===== src/rtl/core/dsv_pkg.sv =====
`timescale 1ns / 1ps
`default_nettype none
// ----------------------------------------------------------------------------
// dsv_pkg
// shared widths, character codes, register indexes and the month length table
// for the date string validator
// ----------------------------------------------------------------------------
package dsv_pkg;

   localparam int CHAR_W   = 8;
   localparam int POS_W    = 4;
   localparam int DAY_W    = 7;
   localparam int MONTH_W  = 7;
   localparam int YEAR_W   = 14;
   localparam int DIGIT_W  = 4;
   localparam int MDAYS_W  = 5;
   localparam int CSR_IDX_W = 2;

   localparam logic [POS_W-1:0] DATE_LEN  = 4'd10;
   localparam logic [POS_W-1:0] POS_SAT   = 4'd11;
   localparam logic [POS_W-1:0] POS_SLASH_A = 4'd2;
   localparam logic [POS_W-1:0] POS_SLASH_B = 4'd5;
   localparam logic [POS_W-1:0] POS_MONTH   = 4'd3;
   localparam logic [POS_W-1:0] POS_YEAR    = 4'd6;
   localparam logic [POS_W-1:0] POS_CENT_LO = 4'd7;
   localparam logic [POS_W-1:0] POS_TENS    = 4'd8;

   localparam logic [CHAR_W-1:0] CHAR_SLASH = 8'h2F;
   localparam logic [CHAR_W-1:0] CHAR_ZERO  = 8'h30;
   localparam logic [CHAR_W-1:0] CHAR_NINE  = 8'h39;

   localparam logic [YEAR_W-1:0] YEAR_LOW_RESET  = 14'd1996;
   localparam logic [YEAR_W-1:0] YEAR_HIGH_RESET = 14'd2050;

   localparam logic [CSR_IDX_W-1:0] CSR_YEAR_LOW  = 2'd0;
   localparam logic [CSR_IDX_W-1:0] CSR_YEAR_HIGH = 2'd1;

   // what the scanner knows once the final character has been folded in
   typedef struct packed {
      logic                 len_ok;
      logic                 bad_char;
      logic [DAY_W-1:0]     day;
      logic [MONTH_W-1:0]   month;
      logic [YEAR_W-1:0]    year;
      logic                 leap;
   } scan_result_type;

   function automatic logic [MDAYS_W-1:0] month_days(input logic [MONTH_W-1:0] month,
                                                    input logic leap);
      logic [MDAYS_W-1:0] days;
      case (month) inside
         7'd1, 7'd3, 7'd5, 7'd7, 7'd8, 7'd10, 7'd12: days = 5'd31;
         7'd4, 7'd6, 7'd9, 7'd11:                   days = 5'd30;
         7'd2:                                      days = leap ? 5'd29 : 5'd28;
         default:                                   days = 5'd0;
      endcase
      return days;
   endfunction

endpackage
`default_nettype wire


===== src/rtl/core/dsv_scan.sv =====
`timescale 1ns / 1ps
`default_nettype none
// ----------------------------------------------------------------------------
// dsv_scan
// per-string scanner: position count, day/month/year accumulators, bad
// character flag and the digit facts needed for the leap year rule
// ----------------------------------------------------------------------------
module dsv_scan (
   input  wire logic                          clock,
   input  wire logic                          reset,
   input  wire logic                          step,
   input  wire logic [dsv_pkg::CHAR_W-1:0]    char_code,
   input  wire logic                          last_char,
   output dsv_pkg::scan_result_type           result
);

   logic [dsv_pkg::POS_W-1:0]   pos_ff,   pos_in;
   logic [dsv_pkg::DAY_W-1:0]   day_ff,   day_in;
   logic [dsv_pkg::MONTH_W-1:0] month_ff, month_in;
   logic [dsv_pkg::YEAR_W-1:0]  year_ff,  year_in;
   logic                        bad_ff,   bad_in;
   // leap rule from decimal digits: century lsb, century mod 4, tens lsb, tens zero
   logic                        cen_lsb_ff,   cen_lsb_in;
   logic                        cen_div4_ff,  cen_div4_in;
   logic                        tens_lsb_ff,  tens_lsb_in;
   logic                        tens_zero_ff, tens_zero_in;

   logic                              is_digit;
   logic [dsv_pkg::CHAR_W-1:0]        char_off;
   logic [dsv_pkg::DIGIT_W-1:0]       digit;
   logic                              yy_zero;
   logic [1:0]                        yy_mod4;

   assign is_digit = (char_code >= dsv_pkg::CHAR_ZERO) && (char_code <= dsv_pkg::CHAR_NINE);
   assign char_off = char_code - dsv_pkg::CHAR_ZERO;
   assign digit    = char_off[dsv_pkg::DIGIT_W-1:0];

   always_comb begin
      pos_in       = pos_ff;
      day_in       = day_ff;
      month_in     = month_ff;
      year_in      = year_ff;
      bad_in       = bad_ff;
      cen_lsb_in   = cen_lsb_ff;
      cen_div4_in  = cen_div4_ff;
      tens_lsb_in  = tens_lsb_ff;
      tens_zero_in = tens_zero_ff;

      if (pos_ff < dsv_pkg::DATE_LEN) begin
         if ((pos_ff == dsv_pkg::POS_SLASH_A) || (pos_ff == dsv_pkg::POS_SLASH_B)) begin
            if (char_code != dsv_pkg::CHAR_SLASH) begin
               bad_in = 1'b1;
            end
         end else if (is_digit) begin
            // x*10 + d as shift-and-add, wrapping at the field width
            if (pos_ff < dsv_pkg::POS_SLASH_A) begin
               day_in = (day_ff << 3) + (day_ff << 1)
                      + {{(dsv_pkg::DAY_W-dsv_pkg::DIGIT_W){1'b0}}, digit};
            end else if (pos_ff < dsv_pkg::POS_SLASH_B) begin
               month_in = (month_ff << 3) + (month_ff << 1)
                        + {{(dsv_pkg::MONTH_W-dsv_pkg::DIGIT_W){1'b0}}, digit};
            end else begin
               year_in = (year_ff << 3) + (year_ff << 1)
                       + {{(dsv_pkg::YEAR_W-dsv_pkg::DIGIT_W){1'b0}}, digit};
            end
            if (pos_ff == dsv_pkg::POS_YEAR) begin
               cen_lsb_in = digit[0];
            end
            if (pos_ff == dsv_pkg::POS_CENT_LO) begin
               cen_div4_in = (({cen_lsb_ff, 1'b0} + digit[1:0]) == 2'b00);
            end
            if (pos_ff == dsv_pkg::POS_TENS) begin
               tens_lsb_in  = digit[0];
               tens_zero_in = (digit == '0);
            end
         end else begin
            bad_in = 1'b1;
         end
      end

      if (pos_ff < dsv_pkg::POS_SAT) begin
         pos_in = pos_ff + 1'b1;
      end
   end

   // only meaningful when this character is the units digit of the year
   assign yy_zero = tens_zero_ff && (digit == '0);
   assign yy_mod4 = {tens_lsb_ff, 1'b0} + digit[1:0];

   always_comb begin
      result.len_ok   = (pos_in == dsv_pkg::DATE_LEN);
      result.bad_char = bad_in;
      result.day      = day_in;
      result.month    = month_in;
      result.year     = year_in;
      result.leap     = yy_zero ? cen_div4_ff : (yy_mod4 == 2'b00);
   end

   always_ff @(posedge clock) begin
      if (reset || (step && last_char)) begin
         pos_ff       <= '0;
         day_ff       <= '0;
         month_ff     <= '0;
         year_ff      <= '0;
         bad_ff       <= 1'b0;
         cen_lsb_ff   <= 1'b0;
         cen_div4_ff  <= 1'b0;
         tens_lsb_ff  <= 1'b0;
         tens_zero_ff <= 1'b0;
      end else if (step) begin
         pos_ff       <= pos_in;
         day_ff       <= day_in;
         month_ff     <= month_in;
         year_ff      <= year_in;
         bad_ff       <= bad_in;
         cen_lsb_ff   <= cen_lsb_in;
         cen_div4_ff  <= cen_div4_in;
         tens_lsb_ff  <= tens_lsb_in;
         tens_zero_ff <= tens_zero_in;
      end
   end

endmodule
`default_nettype wire


===== src/rtl/core/date_string_validator_core.sv =====
`timescale 1ns / 1ps
`default_nettype none
// ----------------------------------------------------------------------------
// date_string_validator_core
// checks a DD/MM/YYYY date string streamed one character per transaction
// ----------------------------------------------------------------------------
// The block takes one character per clock cycle with no bubbles between
// characters or between strings, save while a last character waits (below). A
// request transaction lands in an input register; from there the scanner folds
// it into the string state, and on the character marked last the full date
// check runs and its verdict goes into the response register, which drives
// rsp_valid. Characters that are not last never wait on the response side; a
// last character waits only while the previous verdict is still held by
// rsp_stall, and req_stall then follows. The year range (year_low, year_high)
// is set through the csr write port and should only be changed between strings.
// ----------------------------------------------------------------------------
module date_string_validator_core (
   input  wire logic                              clock,
   input  wire logic                              reset,
   // request channel: one character per transaction
   input  wire logic                              req_valid,
   output      logic                              req_stall,
   input  wire logic [dsv_pkg::CHAR_W-1:0]        req_char_code,
   input  wire logic                              req_last_char,
   // response channel: one verdict per string
   output      logic                              rsp_valid,
   input  wire logic                              rsp_stall,
   output      logic                              rsp_date_ok,
   // register write port
   input  wire logic                              csr_write,
   input  wire logic [dsv_pkg::CSR_IDX_W-1:0]     csr_index,
   input  wire logic [dsv_pkg::YEAR_W-1:0]        csr_wdata
);

   // year range registers
   logic [dsv_pkg::YEAR_W-1:0] year_low_ff;
   logic [dsv_pkg::YEAR_W-1:0] year_high_ff;

   // input register
   logic                       in_valid_ff;
   logic [dsv_pkg::CHAR_W-1:0] in_char_ff;
   logic                       in_last_ff;

   // response register
   logic                       rsp_valid_ff, rsp_valid_in;
   logic                       rsp_ok_ff;

   logic                       slot_free;
   logic                       step;
   logic                       take_req;
   logic                       date_ok;
   logic [dsv_pkg::MDAYS_W-1:0] mdays;

   dsv_pkg::scan_result_type   scan;

   // register writes; unknown indexes are dropped
   always_ff @(posedge clock) begin
      if (reset) begin
         year_low_ff  <= dsv_pkg::YEAR_LOW_RESET;
         year_high_ff <= dsv_pkg::YEAR_HIGH_RESET;
      end else if (csr_write) begin
         unique case (csr_index)
            dsv_pkg::CSR_YEAR_LOW:  year_low_ff  <= csr_wdata;
            dsv_pkg::CSR_YEAR_HIGH: year_high_ff <= csr_wdata;
            default: ;
         endcase
      end
   end

   // handshake: a non-last character always moves on, a last one needs room
   assign slot_free = !rsp_valid_ff || !rsp_stall;
   assign step      = in_valid_ff && (!in_last_ff || slot_free);
   assign take_req  = req_valid && !req_stall;
   assign req_stall = in_valid_ff && !step;

   always_ff @(posedge clock) begin
      if (reset) begin
         in_valid_ff <= 1'b0;
      end else if (!in_valid_ff || step) begin
         in_valid_ff <= req_valid;
      end
   end

   always_ff @(posedge clock) begin
      if (take_req) begin
         in_char_ff <= req_char_code;
         in_last_ff <= req_last_char;
      end
   end

   dsv_scan u_scan (
      .clock     (clock),
      .reset     (reset),
      .step      (step),
      .char_code (in_char_ff),
      .last_char (in_last_ff),
      .result    (scan)
   );

   // full date check on the state including the final character
   assign mdays   = dsv_pkg::month_days(scan.month, scan.leap);
   assign date_ok = scan.len_ok && !scan.bad_char
                 && (scan.month >= 7'd1) && (scan.month <= 7'd12)
                 && (scan.year >= year_low_ff) && (scan.year <= year_high_ff)
                 && (scan.day >= 7'd1)
                 && (scan.day <= {{(dsv_pkg::DAY_W-dsv_pkg::MDAYS_W){1'b0}}, mdays});

   always_comb begin
      rsp_valid_in = rsp_valid_ff && rsp_stall;
      if (step && in_last_ff) begin
         rsp_valid_in = 1'b1;
      end
   end

   always_ff @(posedge clock) begin
      if (reset) begin
         rsp_valid_ff <= 1'b0;
      end else begin
         rsp_valid_ff <= rsp_valid_in;
      end
   end

   always_ff @(posedge clock) begin
      if (step && in_last_ff) begin
         rsp_ok_ff <= date_ok;
      end
   end

   assign rsp_valid   = rsp_valid_ff;
   assign rsp_date_ok = rsp_ok_ff;

   // a verdict only appears after a last character left the input register
   a_rsp_from_last: assert property (@(posedge clock) disable iff (reset)
      $rose(rsp_valid_ff) |-> $past(in_valid_ff && in_last_ff))
      else $error("response raised without a last character");

   // the request side backs up only behind a held verdict
   a_stall_cause: assert property (@(posedge clock) disable iff (reset)
      req_stall |-> (in_valid_ff && in_last_ff && rsp_valid_ff && rsp_stall))
      else $error("request stalled without a blocked verdict");

   // plain characters never wait
   a_plain_flows: assert property (@(posedge clock) disable iff (reset)
      (in_valid_ff && !in_last_ff) |-> step)
      else $error("non-last character held in input register");

   // a string of the wrong length can never pass
   a_len_reject: assert property (@(posedge clock) disable iff (reset)
      (step && in_last_ff && !scan.len_ok) |=> (rsp_valid_ff && !rsp_ok_ff))
      else $error("wrong-length string reported valid");

endmodule
`default_nettype wire


===== config.mk =====
export PLATFORM = sky130hd
export DESIGN_NAME = date_string_validator_core
export DESIGN_NICKNAME = d
export VERILOG_FILES = /design/src/rtl/core/dsv_pkg.sv /design/src/rtl/core/dsv_scan.sv /design/src/rtl/core/date_string_validator_core.sv
export SDC_FILE = /design/constraint.sdc
export NUM_CORES = 1
export LEC_CHECK = 0
export BUFFER_PORTS_ARGS = -buffer_cell sky130_fd_sc_hd__clkbuf_2
export CORE_ASPECT_RATIO = 0.7
export CORE_MARGIN = 5
export CORE_UTILIZATION = 55
export CTS_CLUSTER_SIZE = 10
export DETAILED_ROUTE_END_ITERATION = 8
export PLACE_DENSITY = 0.82
export SLEW_MARGIN = 20
export SYNTH_ARGS = -nofsm -noshare
export SYNTH_HDL_FRONTEND = slang
export SYNTH_SLANG_ARGS = --single-unit

===== constraint.sdc =====
create_clock -name clock -period 9.5 [get_ports clock]
set_input_delay 1.9 -clock clock [delete_from_list [all_inputs] [get_ports clock]]
set_output_delay 1.9 -clock clock [all_outputs]
set_load 0.01 [all_outputs]

Word level (Yosys, flattened, before mapping)
Cells that the tools add are included.
{"block": "totals", "wordCells": 121, "inputBits": 30, "ff_bits": 77}
{"block": "classes", "reduce_logical": 37, "n_lt_le_gt_ge": 12, "eq_ne": 20, "n_bitwise": 1, "muxes": 25, "n_addsub": 10}
{"cell": "14-bit two-way mux", "count": 5}
{"cell": "7-bit two-way mux", "count": 9}
{"cell": "7-bit by 4-bit equality test with 1-bit output, second input constant", "count": 5}
{"cell": "7-bit by 3-bit equality test with 1-bit output, second input constant", "count": 4}
{"cell": "5-bit two-way mux", "count": 3}
{"cell": "5-bit AND reduction", "count": 3}
{"cell": "14-bit adder", "count": 1}
{"cell": "14-bit by 4-bit adder with 14-bit output", "count": 1}
{"cell": "7-bit by 4-bit adder with 7-bit output", "count": 2}
{"cell": "7-bit adder", "count": 2}
{"cell": "7-bit by 2-bit equality test with 1-bit output, second input constant", "count": 2}
{"cell": "14-bit greater-or-equal comparator", "count": 1}
{"cell": "7-bit by 1-bit greater-or-equal comparator with 1-bit output, second input constant", "count": 2}
{"cell": "14-bit less-or-equal comparator", "count": 1}
{"cell": "1-bit logical AND", "count": 14}
{"cell": "4-bit by 3-bit equality test with 1-bit output, second input constant", "count": 3}
{"cell": "4-bit equality test, second input constant", "count": 2}
{"cell": "8-bit by 6-bit greater-or-equal comparator with 1-bit output, second input constant", "count": 1}
{"cell": "8-bit by 6-bit less-or-equal comparator with 1-bit output, second input constant", "count": 1}
{"cell": "4-bit less-than comparator, second input constant", "count": 2}
{"cell": "8-bit by 6-bit inequality test with 1-bit output, second input constant", "count": 1}
{"cell": "7-bit by 1-bit equality test with 1-bit output, second input constant", "count": 1}
{"cell": "7-bit by 4-bit less-or-equal comparator with 1-bit output, second input constant", "count": 1}
{"cell": "7-bit by 5-bit less-or-equal comparator with 1-bit output", "count": 1}
{"cell": "other kinds (17)", "count": 37}

Depth between registers and ports, before layout
Gate-level depths: netlist of run 1.
{"block": "depth", "word_depth": 14, "ltp_mapped": 19, "depth_no_buf": 18}

Hierarchy
Synthesis of run 1 repeated with hierarchy kept, for this count alone.
{"block": "hier_totals", "cells_unflattened": 606, "area_unflattened_um2": 5489.0}
{"mod": "dsv_scan", "cells_each": 344, "instances": 1, "area_each_um2": 3203.1}
{"mod": "date_string_validator_core", "cells_each": 262, "instances": 1, "area_each_um2": 2285.9}

Worst setup path after synthesis of run 1
No wires, ideal clock.
{"block": "synth_timing", "path_type": "reg-to-reg", "startpoint": "register in_char_ff[3] (netlist bit)", "endpoint": "register rsp_ok_ff (netlist: rsp_date_ok), data pin", "arrival_time_ns": 3.950, "path_stages_with_launch": 19, "period_less_slack_ns": 4.209, "setup_time_ns": 0.259, "slack_ns": 5.291, "cell_sequence": "edfxtp_1 -> inv_1 -> fa_1 -> inv_1 -> ha_1 -> a211oi_1 -> o21ai_0 -> nand3_1 -> o21ai_0 -> o31a_1 -> xor2_1 -> a21oi_1 -> ha_1 -> nand3_1 -> nor2_1 -> a221o_1 -> a2111oi_0 -> a221o_1 -> nor4_2"}
{"item": "start: declaration", "line_no": "date_string_validator_core.sv:41", "rtl": "logic [dsv_pkg::CHAR_W-1:0] in_char_ff;"}
{"item": "start signal: assignment", "line_no": "date_string_validator_core.sv:86", "rtl": "in_char_ff <= req_char_code;"}
{"item": "end signal: assignment", "line_no": "date_string_validator_core.sv:125", "rtl": "rsp_ok_ff <= date_ok;"}
{"item": "end: declaration", "line_no": "date_string_validator_core.sv:46", "rtl": "logic rsp_ok_ff;"}

==> results.cfg, run 1 <==
[logic_synthesis]
syn-cell-area_um2 = 5340
syn_nets = 739
synthTopCellsByArea = dfxtp_1 25%, ha_1 17%, edfxtp_1 5.6%
syn_area_per_cell_um2 = 8.47
ys.flop_type = dfxtp_1
synth-edff-count = 10
yosys.area.top_type_share_pct = 25.1
async_flop_share_pct = 0
synthTopCellsByCount = 75 x nand2_1, 72 x ha_1, 67 x dfxtp_1, 60 x nor2_1, 57 x a21oi_1
synthCells = 631
ys_types = 59
yosysWarnings = 0
synth.most_common_cell = nand2_1
ys_ff_latch = 77
synth-seq-area-share_pct = 30.7
yosysTopAreaCell = dfxtp_1

[die]
core_um2 = 9570
ioPinCount = 33
fp.dieW_um = 128
num_rows = 30
dieHeight_um = 92.5
dieArea_um2 = 11800
initial_utilization_pct = 55.8

[clock_tree]
cts_hold_buf = 0
cts_buffers = 9
cts.sinks = 77
ctsResizeCount = 0
cts_setup_buffers = 0
cts_buffer_depth = 2
cts_tree = yes
clock_latency_ps = 340
clkTransAtPathRegs_ps = 60
htreeDepth = 3
clock-root-buffer = clkbuf_16

[place]
hpwl_um = 9530
dp.cells = 769
io_buffers = 32
gp_congestion = 0.970
placed_cell_area_um2 = 5580

[hold_path]
worstHoldPathCells = 2
hold_path.class = flip-flop to flip-flop

[worst_setup_path]
cp.required_ps = 9660
crit_arrival_ps = 5100
cp_max_fo = 5
end_kind = flip-flop
crit_path_start_kind = flip-flop
reg2reg_depth = 18
critical_path_class = flip-flop to flip-flop

[timing]
fmax_mhz = 202
hold_viol = 0
rsz0062_at_grt = false
tns_ps = 0
fin_crit_sh_pct = 52.0
slew_headroom_pct = 45.6
fin_hold_ws_ps = 455
worst_pin_slew_ps = 813
min_period_ps = 4940
setup_viol = 0
slew_violations = 0
finalClockSkew_ps = 5.34

[cells_and_area]
layout.nets = 760
n_fill_cell = 819
fin_area_um2 = 5860
num_antenna_cells = 0
finalNonFillerCells = 785
area_delta_synth_final_pct = 9.67
drive_above_1_share_pct = 11.1

[grt]
grt_pass1_vias = 4489
grt_pass1_wl_um = 21400
grtUsageMet1_pct = 29.4
met2_usage_pct = 36.9
grt.overflow.total = 0
grt_use_met3_pct = 3.98
track_usage_pct = 22.2
antenna_found_initial = 0
grt-busiest-layer = met2
grt_max_degree = 36

[power]
cellPowerDensity_nw_per_um2 = 130
p_leak_nw = 2.63
irDropWorstVdd_v = 0.000102
power.total_w = 0.000762

[routing]
vias = 4587
drtIter0Drc = 361
drt-pass1-iter-count = 6
drt-total-wl_um = 12800
wl_per_cell_um = 16.2
route.detailed.vias_per_inst = 5.84
ant_nets = 0
drc = 0

[run_status]
outcome = complete, no violations

[flow_run]
drv_cap = 0
[flip-flops by register name, summed over array words and instances, names as in the netlist, 4 cells and up]
register and count:
in_char_ff 8, u_scan.day_ff 7, u_scan.month_ff 7, u_scan.pos_ff 4
u_scan.year_ff 14, year_high_ff 14, year_low_ff 14
[layer usage]
metal  share of wire [%]  routed length (um)
met2                  48                6130
met5                   0                   0
met3                 4.9                 624
met1                  46                5830
met4                 1.3                 171
[per-stage QoR]
| stage | utilization [%] | setup WS (ps) |
|---|---|---|
| floorplan | - | 5290 |
| global placement | 58.3 | 4990 |
| detailed placement | 58.3 | 4710 |
| CTS | 61.2 | 4650 |
| global route | 61.2 | 4290 |
| finish | 61.2 | 4560 |
[power by group]
part | internal [W] | switching, W | total [W]
logic | 0.0000367 | 0.0000559 | 0.0000926
registers | 0.000340 | 0.00000970 | 0.000350
clock network | 0.000179 | 0.000141 | 0.000319
[critical path, cell delays in order, from the launching register on]
cell       delay [ps]
edfxtp_1          470
inv_1             130
fa_1              610
inv_1              60
ha_1              300
a211oi_1          290
o21ai_0           180
nand3_1           120
o21ai_0           170
o31a_1            290
xor2_1            200
a21oi_1           150
ha_1              390
nand2_1            60
nand2_1            80
a21oi_1            40
a2111oi_0         630
nand3_1           250
nor4_2            320
[cell type report]
type,count,area (um2),area share (%)
Clock buffer,10,229,3.91
Clock inverter,6,47.5,0.811
Inverter,53,199,3.40
Multi-Input combinational cell,477,3410,58.1
Sequential cell,77,1640,28.0
Tap cell,128,160,2.73
Timing Repair Buffer,34,175,2.99
[layout by cell type, fill, tap and decap left out, types with 4 or more instances in the layout]
master     Yosys  routed
nand3_1       15      15
fa_1           6       6
inv_1         53      53
nor2b_1        6       6
ha_1          72      72
nor4_1         4       4
dfxtp_1       67      67
mux2i_1       15      15
clkbuf_2       0      32
a21o_1        15      15
o21ai_0       18      18
mux2_2        10      10
a211oi_1       8       8
xor2_1         8       8
a31oi_1        7       7
edfxtp_1      10      10
clkbuf_16      0       9
nor2_1        60      60
xnor2_1       17      17
a21oi_1       57      57
nor3_1        15      15
nand4_1        7       7
a211o_1       10      10
nand2_1       75      75
[cell families (layout without fill, tap and decap cells)]
| family | count (synthesis) | after routing | share of synthesized area (%) |
|---|---|---|---|
| fa+ha+maj | 78 | 78 | 19.1 |
| flops | 77 | 77 | 30.7 |
| buf+inv | 77 | 103 | 5.60 |
| compound gates | 137 | 137 | 16.3 |
| mux | 26 | 26 | 5.18 |
| simple gates | 211 | 211 | 18.9 |
| xor+xnor | 25 | 25 | 4.10 |
[final timing paths]
| kind | start | to | slack, ps |
|---|---|---|---|
| max | in_char_ff[3]$_DFFE_PP_ | rsp_date_ok$_DFFE_PP_ | 4560 |
| min | year_low_ff[13]$_SDFFE_PP0P_ | year_low_ff[13]$_SDFFE_PP0P_ | 460 |
| max reg2reg | in_char_ff[3]$_DFFE_PP_ | rsp_date_ok$_DFFE_PP_ | 4560 |
| min reg2reg | year_low_ff[13]$_SDFFE_PP0P_ | year_low_ff[13]$_SDFFE_PP0P_ | 460 |
(Power assumes the default switching activity.)
==> run 2: changes to the inputs <==
PLACE_DENSITY = 0.85   (was 0.82)
clock period = 4.5 ns   (was 9.5 ns; I/O delays follow)
==> run 2 against run 1 <==
Die area unchanged. Flip-flop and latch count unchanged. Critical path depth down 1. Global-route usage up 0.92 points. Clock power up 130%. Largest cell class unchanged. Largest power group is now the clock network.
==> results.cfg, run 2 (synthesis gave the netlist of run 1 again) <==
[run_status]
outcome = complete, no violations

[die]
dieHeight_um = 92.5
core_um2 = 9570
num_rows = 30
fp.dieW_um = 128
initial_utilization_pct = 55.8
ioPinCount = 33
dieArea_um2 = 11800

[routing]
wl_per_cell_um = 16.8
vias = 4775
ant_nets = 0
drtIter0Drc = 468
drc = 0
drt-total-wl_um = 13400
route.detailed.vias_per_inst = 5.95
drt-pass1-iter-count = 5

[timing]
finalClockSkew_ps = 5.37
fmax_mhz = 228
fin_hold_ws_ps = 455
setup_viol = 0
slew_violations = 0
min_period_ps = 4390
worst_pin_slew_ps = 799
slew_headroom_pct = 46.6
fin_crit_sh_pct = 97.5
hold_viol = 0

[flow_run]
drv_cap = 0

[power]
cellPowerDensity_nw_per_um2 = 278
irDropWorstVdd_v = 0.000225
power.total_w = 0.00169
p_leak_nw = 2.75

[clock_tree]
cts_hold_buf = 0
cts_tree = yes
htreeDepth = 3
clock_latency_ps = 340
cts.sinks = 77
clkTransAtPathRegs_ps = 60
cts_buffer_depth = 2
cts_buffers = 9
clock-root-buffer = clkbuf_16

[hold_path]
hold_path.class = flip-flop to flip-flop

[place]
io_buffers = 32
gp_congestion = 0.984
hpwl_um = 9940

[cells_and_area]
final_cell_mix = 75 x nand2_1, 72 x ha_1, 66 x dfxtp_1
num_antenna_cells = 0
layout_commonest_cell = nand2_1
top_regs = u_scan.year_ff x14, year_high_ff x14, year_low_ff x14
utilization_pct = 63.6
area_delta_synth_final_pct = 13.9
layout.nets = 777
drive_above_1_share_pct = 15.0

[worst_setup_path]
worst-r2r-setup-slack_ps = 110
end_kind = flip-flop
crit_path_start_kind = flip-flop
cp_max_fo = 4
crit_arrival_ps = 4540
critical_path_class = flip-flop to flip-flop
cp.required_ps = 4650

[grt]
antenna_found_initial = 0
grt.overflow.total = 0
track_usage_pct = 23.1
grt_pass1_wl_um = 22300
grt_max_degree = 36
grt_pass1_vias = 4667
[run 2: metrics by stage]
step | area (um2) | setup WS, ps | TNS [ps] | std cells
global placement | 5680 | 152 | 0 | 782
global route | 6080 | -69.5 | -69.5 | 802
detailed placement | 5680 | -186 | -186 | 782
CTS | 6010 | 13.1 | 0 | 798
floorplan | 5340 | 291 | 0 | 631
finish | 6080 | 111 | 0 | 802
[run 2: power breakdown]
part / internal (W) / total [W] / switching, W
clock network: 0.000438 / 0.000748 / 0.000310
logic: 0.0000832 / 0.000208 / 0.000125
registers: 0.000718 / 0.000736 / 0.0000179
[run 2: cell type report]
type	instances	area, um2
Clock buffer	9	225
Clock inverter	7	80.1
Fill cell	744	3490
Inverter	53	199
Multi-Input combinational cell	477	3470
Sequential cell	77	1640
Tap cell	128	160
Timing Repair Buffer	51	303
[run 2: worst max-delay path, cell delays in order (launching register included)]
cell      delay, ps
dfxtp_2         350
inv_1            60
fa_1            600
inv_1            70
ha_1            340
a211oi_2        290
o21ai_2         110
nand3_1         100
o21ai_1         120
o31a_1          370
xor2_2          200
a21oi_2          80
buf_4           140
ha_1            290
nand4_1         150
or4_1           430
a221o_1         350
nor4_2          170
[run 2: repair_timing]
item                       in CTS  in global routing
setup endpoints to repair       1                  1
pin swaps                       0                  9
buffers inserted                0                  4
gates resized for setup         5                 10
[run 2: path summary, 6_finish.rpt]
| kind | from | endpoint | cells past startpoint |
|---|---|---|---|
| setup reg to reg | u_scan.year_ff[0]$_SDFFE_PP0P_ | rsp_date_ok$_DFFE_PP_ | 17 |
| hold / removal | year_high_ff[13]$_SDFFE_PP0P_ | year_high_ff[13]$_SDFFE_PP0P_ | 2 |
| setup / recovery | u_scan.year_ff[0]$_SDFFE_PP0P_ | rsp_date_ok$_DFFE_PP_ | 17 |
| hold reg to reg | year_high_ff[13]$_SDFFE_PP0P_ | year_high_ff[13]$_SDFFE_PP0P_ | 2 |
[run 2: per-layer routing]
| layer | up-vias | wire length, um | global-route usage (%) |
|---|---|---|---|
| li1 | 2293 | - | - |
| met1 | 2256 | 6030 | 30.2 |
| met2 | 191 | 6320 | 39.2 |
| met3 | 35 | 772 | 3.40 |
| met4 | 0 | 326 | 7.33 |
| met5 | - | 0 | 0 |
